<file path="src/rtl/assert_macros.svh">
// Assertion helpers for the RTL.
`ifndef ASSERT_MACROS_SVH
`define ASSERT_MACROS_SVH

// Check a condition at every clock edge outside reset.
`define ASSERT_ALWAYS(label, clk, rst, expr) \
   label: assert property (@(posedge clk) disable iff (rst) (expr)) \
      else $error("assertion failed");

// Check that a trigger is followed in the next cycle by a consequence.
`define ASSERT_NEXT(label, clk, rst, ante, cons) \
   label: assert property (@(posedge clk) disable iff (rst) (ante) |=> (cons)) \
      else $error("assertion failed");

`endif

</file>
<file path="src/rtl/pnghp_pkg.sv">
package pnghp_pkg;

   localparam int unsigned ByteWidth   = 8;
   localparam int unsigned HeightWidth = 32;
   localparam int unsigned CrcWidth    = 32;
   localparam int unsigned PosWidth    = 6;

   localparam logic [CrcWidth-1:0] CrcPoly    = 32'hEDB8_8320;
   localparam logic [CrcWidth-1:0] CrcAllOnes = 32'hFFFF_FFFF;

   localparam logic [PosWidth-1:0] CrcFirst    = 6'd12;
   localparam logic [PosWidth-1:0] CrcLength   = 6'd17;
   localparam logic [PosWidth-1:0] HeightFirst = 6'd20;
   localparam logic [PosWidth-1:0] CrcOutFirst = CrcFirst + CrcLength;
   localparam logic [PosWidth-1:0] PosLimit    = CrcOutFirst + 6'd4;

   localparam logic [HeightWidth-1:0] HeightReset = '0;

   typedef struct packed {
      logic [ByteWidth-1:0] out_byte;
      logic                 was_replaced;
   } result_type;

   // Reflected CRC-32, one byte, LSB first.
   function automatic logic [CrcWidth-1:0] crc_byte(input logic [CrcWidth-1:0] crc,
                                                    input logic [ByteWidth-1:0] data);
      logic [CrcWidth-1:0] c;
      c = crc ^ {{(CrcWidth-ByteWidth){1'b0}}, data};
      for (int b = 0; b < ByteWidth; b++) begin
         c = c[0] ? ((c >> 1) ^ CrcPoly) : (c >> 1);
      end
      return c;
   endfunction

   // Byte of a word, index 0 being the most significant byte.
   function automatic logic [ByteWidth-1:0] word_byte(input logic [31:0] word,
                                                      input logic [1:0]  idx);
      logic [ByteWidth-1:0] b;
      unique case (idx)
         2'd0: b = word[31:24];
         2'd1: b = word[23:16];
         2'd2: b = word[15:8];
         default: b = word[7:0];
      endcase
      return b;
   endfunction

endpackage

</file>
<file path="src/rtl/pnghp_patch.sv">
`include "assert_macros.svh"

module pnghp_patch (
   input  logic                                 clock,
   input  logic                                 reset,
   input  logic                                 csr_write,
   input  logic [pnghp_pkg::HeightWidth-1:0]    csr_height,
   input  logic                                 accept,
   input  logic [pnghp_pkg::ByteWidth-1:0]      in_byte,
   input  logic                                 start_of_file,
   output pnghp_pkg::result_type                result
);

   logic [pnghp_pkg::HeightWidth-1:0] height_ff;
   logic [pnghp_pkg::PosWidth-1:0]    pos_ff, pos_in;
   logic [pnghp_pkg::CrcWidth-1:0]    crc_ff, crc_in;

   logic [pnghp_pkg::PosWidth-1:0]    pos;
   logic [pnghp_pkg::CrcWidth-1:0]    crc_base;
   logic [1:0]                        height_off, crc_off;
   logic                              in_height, in_crc_out, in_crc_span;
   logic [pnghp_pkg::CrcWidth-1:0]    crc_final;

   always_comb begin
      pos         = start_of_file ? '0 : pos_ff;
      crc_base    = start_of_file ? pnghp_pkg::CrcAllOnes : crc_ff;
      height_off  = 2'(pos - pnghp_pkg::HeightFirst);
      crc_off     = 2'(pos - pnghp_pkg::CrcOutFirst);
      in_height   = (pos >= pnghp_pkg::HeightFirst) &&
                    (pos < pnghp_pkg::HeightFirst + 6'd4);
      in_crc_out  = (pos >= pnghp_pkg::CrcOutFirst) && (pos < pnghp_pkg::PosLimit);
      in_crc_span = (pos >= pnghp_pkg::CrcFirst) && (pos < pnghp_pkg::CrcOutFirst);
      crc_final   = crc_base ^ pnghp_pkg::CrcAllOnes;

      priority if (in_height) begin
         result.out_byte     = pnghp_pkg::word_byte(height_ff, height_off);
         result.was_replaced = 1'b1;
      end else if (in_crc_out) begin
         result.out_byte     = pnghp_pkg::word_byte(crc_final, crc_off);
         result.was_replaced = 1'b1;
      end else begin
         result.out_byte     = in_byte;
         result.was_replaced = 1'b0;
      end

      // advance the CRC over the emitted (patched) byte
      crc_in = in_crc_span ? pnghp_pkg::crc_byte(crc_base, result.out_byte) : crc_base;
      pos_in = (pos < pnghp_pkg::PosLimit) ? pos + 6'd1 : pos;
   end

   always_ff @(posedge clock) begin
      if (reset) begin
         height_ff <= pnghp_pkg::HeightReset;
         pos_ff    <= '0;
         crc_ff    <= pnghp_pkg::CrcAllOnes;
      end else begin
         if (csr_write) begin
            height_ff <= csr_height;
         end
         if (accept) begin
            pos_ff <= pos_in;
            crc_ff <= crc_in;
         end
      end
   end

   `ASSERT_ALWAYS(a_pos_saturates, clock, reset, pos_ff <= pnghp_pkg::PosLimit)
   `ASSERT_NEXT(a_start_restarts, clock, reset, accept && start_of_file, pos_ff == 6'd1)
   `ASSERT_NEXT(a_pos_advances, clock, reset,
                accept && !start_of_file && pos_ff < pnghp_pkg::PosLimit,
                pos_ff == 6'($past(pos_ff) + 6'd1))

endmodule

</file>
<file path="src/rtl/pnghp_out_reg.sv">
module pnghp_out_reg (
   input  logic                              clock,
   input  logic                              reset,
   input  logic                              load,
   input  pnghp_pkg::result_type             result,
   output logic                              can_load,
   output logic                              rsp_tvalid,
   input  logic                              rsp_tready,
   output logic [pnghp_pkg::ByteWidth-1:0]   rsp_tdata,
   output logic                              rsp_tuser
);

   logic                  valid_ff;
   pnghp_pkg::result_type data_ff;

   // take a new beat when empty or when the held one leaves this cycle
   assign can_load   = !valid_ff || rsp_tready;
   assign rsp_tvalid = valid_ff;
   assign rsp_tdata  = data_ff.out_byte;
   assign rsp_tuser  = data_ff.was_replaced;

   always_ff @(posedge clock) begin
      if (reset) begin
         valid_ff <= 1'b0;
      end else if (can_load) begin
         valid_ff <= load;
      end
   end

   always_ff @(posedge clock) begin
      if (load) begin
         data_ff <= result;
      end
   end

endmodule

</file>
<file path="src/rtl/png_header_height_patcher_core.sv">
// An accepted byte is captured in the result register, which drives rsp_.
// Throughput: one byte per cycle unless the output stalls; the per-byte CRC network and byte muxes are combinational.
// Input is stalled only while the result register holds a beat that rsp_tready refuses.
// Reset (synchronous, active high): position 0, CRC all ones, height 0, no result pending.
module png_header_height_patcher_core (
   input  logic                              clock,
   input  logic                              reset,
   input  logic                              req_tvalid,
   output logic                              req_tready,
   input  logic [pnghp_pkg::ByteWidth-1:0]   req_tdata,   // [7:0] in_byte
   input  logic                              req_tuser,   // [0] start_of_file
   output logic                              rsp_tvalid,
   input  logic                              rsp_tready,
   output logic [pnghp_pkg::ByteWidth-1:0]   rsp_tdata,   // [7:0] out_byte
   output logic                              rsp_tuser,   // [0] was_replaced
   input  logic                              csr_valid,
   output logic                              csr_ready,
   input  logic [pnghp_pkg::HeightWidth-1:0] csr_data     // [31:0] new_height
);

   logic                  accept;
   logic                  can_load;
   pnghp_pkg::result_type result;

   assign csr_ready  = 1'b1;
   assign req_tready = can_load;
   assign accept     = req_tvalid && can_load;

   pnghp_patch u_patch (
      .clock         (clock),
      .reset         (reset),
      .csr_write     (csr_valid && csr_ready),
      .csr_height    (csr_data),
      .accept        (accept),
      .in_byte       (req_tdata),
      .start_of_file (req_tuser),
      .result        (result)
   );

   pnghp_out_reg u_out_reg (
      .clock      (clock),
      .reset      (reset),
      .load       (accept),
      .result     (result),
      .can_load   (can_load),
      .rsp_tvalid (rsp_tvalid),
      .rsp_tready (rsp_tready),
      .rsp_tdata  (rsp_tdata),
      .rsp_tuser  (rsp_tuser)
   );

endmodule
</file>
<file path="config.mk">
export PLATFORM = sky130hd
export DESIGN_NAME = png_header_height_patcher_core
export DESIGN_NICKNAME = d
export VERILOG_FILES = /design/src/rtl/pnghp_pkg.sv /design/src/rtl/pnghp_patch.sv /design/src/rtl/pnghp_out_reg.sv /design/src/rtl/png_header_height_patcher_core.sv
export VERILOG_INCLUDE_DIRS = /design/src /design/src/rtl
export SDC_FILE = /design/constraint.sdc
export NUM_CORES = 1
export LEC_CHECK = 0
export BUFFER_PORTS_ARGS = -buffer_cell sky130_fd_sc_hd__buf_4
export CAP_MARGIN = 20
export CORE_MARGIN = 1.5
export CORE_UTILIZATION = 60
export DETAILED_ROUTE_END_ITERATION = 7
export GPL_TIMING_DRIVEN = 0
export PLACE_DENSITY_LB_ADDON = 0.12
export SLEW_MARGIN = 20
export SYNTH_ARGS = -nofsm -noshare
export SYNTH_HDL_FRONTEND = slang
export SYNTH_SLANG_ARGS = --single-unit
</file>
<file path="constraint.sdc">
create_clock -name clock -period 15.8 [get_ports clock]
set_input_delay 3.16 -clock clock [delete_from_list [all_inputs] [get_ports clock]]
set_output_delay 3.16 -clock clock [all_outputs]
set_load 0.02 [all_outputs]
</file>
==> metrics <==
status=completed; Iteration-0 DRC Markers=328; Hold Crit Class=register to register; sw power=roughly 0.00015 W; final hold vios=0; Static Leak=2.19 nW; diode count=0; Fmax=109 MHz; VDD IR-drop max=0.0474 mV; PD cells=roughly 84 mW/mm²; cell at the slowest stage of the critical path=clkbuf_1; global-route wire length before repair=around 20,000 µm; Arrival @ worst endpoint=~9.4 ns; postcts setup bufs=0; GR Util All Layers=a little under a third; antenna violation net count after detailed routing=0; final setup fails=0; Slew Limit Headroom=slightly above 40%; critical path cell sequence=buf_4 > clkbuf_1 > buf_1 > clkbuf_1 > clkbuf_1 > buf_1 > nor2b_1 > inv_1 > ha_1 > clkbuf_1 > clkbuf_1 > nand2_1 > o31a_1 > a2111oi_2 > a211oi_2 > o2bb2ai_4 > xor2_4 > xnor2_1 > xnor2_1 > o32a_1; Clock power frac=a little under a third; WS Path Type=input pin to register; share of layout cells above drive strength 1=around a fifth; leading cell type in the layout, fill and taps excluded=nor2_1; total grt overflow=0; asr flop ratio synth=0%; syn avg cell area=9.26 µm²; CTS buffer count=9; CTS clock-pin slew for the worst setup and hold paths=around 0.090 ns; Vias=4,198; RSZ-0062 raised after global routing=no; Post-synth top flop=dfxtp_1; Switching Fraction=approximately a third; Cell variety after synth=66; Total Routed Length=about 13,000 µm; Die ar.=between 0.008 and 0.009 mm²; PostCTS Resize Cnt=0; total core area=0.00773 mm²; min Tclk post-route=~9.1 ns; Syn. warnings=0; EDFF count, synth=9; Die Wd=92.2 µm; CP top delay family=buffers and inverters; drt wl/cell=roughly 19 µm; max_cap viols=0; CTS root buffer=clkbuf_8; Detailed Place HPWL=9560 µm; Seq cells post-synth=80; vias per cell=6.09; Post-Syn Instances=516; initial antenna violation count=0; most frequent cells in the layout=nor2_1 (90), dfxtp_1 (71), buf_4 (56), mux2i_1 (39), a21oi_1 (35); number of fill cells=between 600 and 700; TNS Setup=0 ns; worst-path fanout max=10; # rows=32; Core Util, Final=a little under three quarters; clock buffer depth=2; 1st-pass router iterations=5; Internal Power=approximately 0.00032 W; CTS Sinks=80; Critical Path Most Common Cell=clkbuf_1; htree depth=3; fin crit share=slightly below 60%; Starting Density=between 60% and 70%; GP Congestion=0.918; synthesized area=roughly 0.0048 mm²; clk_skew=0.0150 ns; Max Transition Viols Final=0; # nets final=632; Area growth syn-to-layout=15.3%; Largest stage delay, worst path=approximately 0.59 ns; Gate power share=between 20% and 30%; crit path launch type=input pin; worst path bufs/invs=9; Top Ports=between 50 and 60; WP data required=roughly 16 ns; crit path capture type=register; TritonCTS clock tree=built; DRC violations left=0; Syn Nets=566; sequential power share=46.9%; CTS Hold Bufs=0; largest net degree at the start of global routing=16; Seq/Total Area, Yosys=a little over a third; IO Port Bufs=55; Skew-Pair Late Insertion Delay=approximately 0.36 ns; Die H=92.2 µm; Least-Margin Pin Slew=0.871 ns; vias in the first global route=3,898
==> power by group through the flow <==
stage	clock network [W]	logic [W]	registers, W
finish	0.000143	0.000102	0.000217
global route	0.000152	0.000108	0.000217
CTS	0.000144	0.000100	0.000217
detailed placement	0	0.0000997	0.000221
global placement	0	0.0000972	0.000221
floorplan	0	0.0000697	0.000222
==> cell usage after synthesis, drive strengths merged (10+ instances only) <==
library cell  instances  area (µm²)
a21oi                35         175
a221oi               10         106
buf                  17        92.6
clkbuf               21        78.8
dfxtp                71        1420
inv                  20        75.1
mux2i                39         390
nand2                17        63.8
nand2b               14        87.6
nor2                 90         338
nor3b                10        75.1
o22ai                14         100
xnor2                35         374
xor2                 31         358
==> metrics by stage <==
| stage | hold WS (ns) | instance area, µm² | setup WS, ns | cells | total power [W] |
|---|---|---|---|---|---|
| floorplan | 0.460 | 4780 | 8.36 | 516 | 0.000292 |
| global placement | 0.475 | 5320 | 6.78 | 673 | 0.000318 |
| detailed placement | 0.485 | 5330 | 6.63 | 673 | 0.000321 |
| CTS | 0.508 | 5500 | 7.01 | 689 | 0.000461 |
| global route | 0.524 | 5510 | 6.40 | 689 | 0.000478 |
| finish | 0.505 | 5510 | 6.65 | 689 | 0.000462 |
==> metal layers <==
metal	routed length (µm)	track usage [%]
met4	496	14.9
met2	5810	47.5
met5	0	0
met1	5640	43.2
met3	994	5.56
==> cell families after synthesis <==
group	Yosys count	synth area share, %
flip-flops	80	35.4
AO/OA/AOI/OAI	110	18.5
adder cells (fa/ha/maj)	4	1.05
buffers and inverters	58	5.16
AND/OR/NAND/NOR	155	15.4
other	1	0.0785
multiplexers	41	8.64
XOR/XNOR	67	15.8
==> tightest hold or removal path: cells and delay by family (launching register included) <==
kind | cells | cell delay, ns
and+or+nand+nor | 1 | 0.07
muxes | 1 | 0.06
DFF | 1 | 0.34
==> final timing paths <==
check,cells after the start,end,start,slack [ns]
worst max-delay path,20,u_patch.crc_ff[27],req_tuser,6.65
worst min-delay path,2,u_patch.height_ff[3],u_patch.height_ff[3],0.50
worst max register to register,16,u_patch.crc_ff[27],u_patch.pos_ff[0],10.98
worst min register to register,2,u_patch.height_ff[3],u_patch.height_ff[3],0.50
==> registers in the layout, summed over array words and instances, names as in the netlist <==
name	flops
u_patch.height_ff	32
u_out_reg.rsp_tdata	8
u_patch.crc_ff	32
u_out_reg.rsp_tvalid	1
u_patch.pos_ff	6
u_out_reg.rsp_tuser	1
==> area by class of cell <==
cell class,count,area [µm²],share of cell area [%]
clock buffer,9,124,2.25
tap,102,128,2.32
timing repair buffer,55,413,7.50
inverter,20,75.1,1.36
clock inverter,7,52.6,0.954
sequential,80,1690,30.7
buffer,38,171,3.11
multi-input combinational,378,2850,51.8
Power figures use the tool's default switching activity.
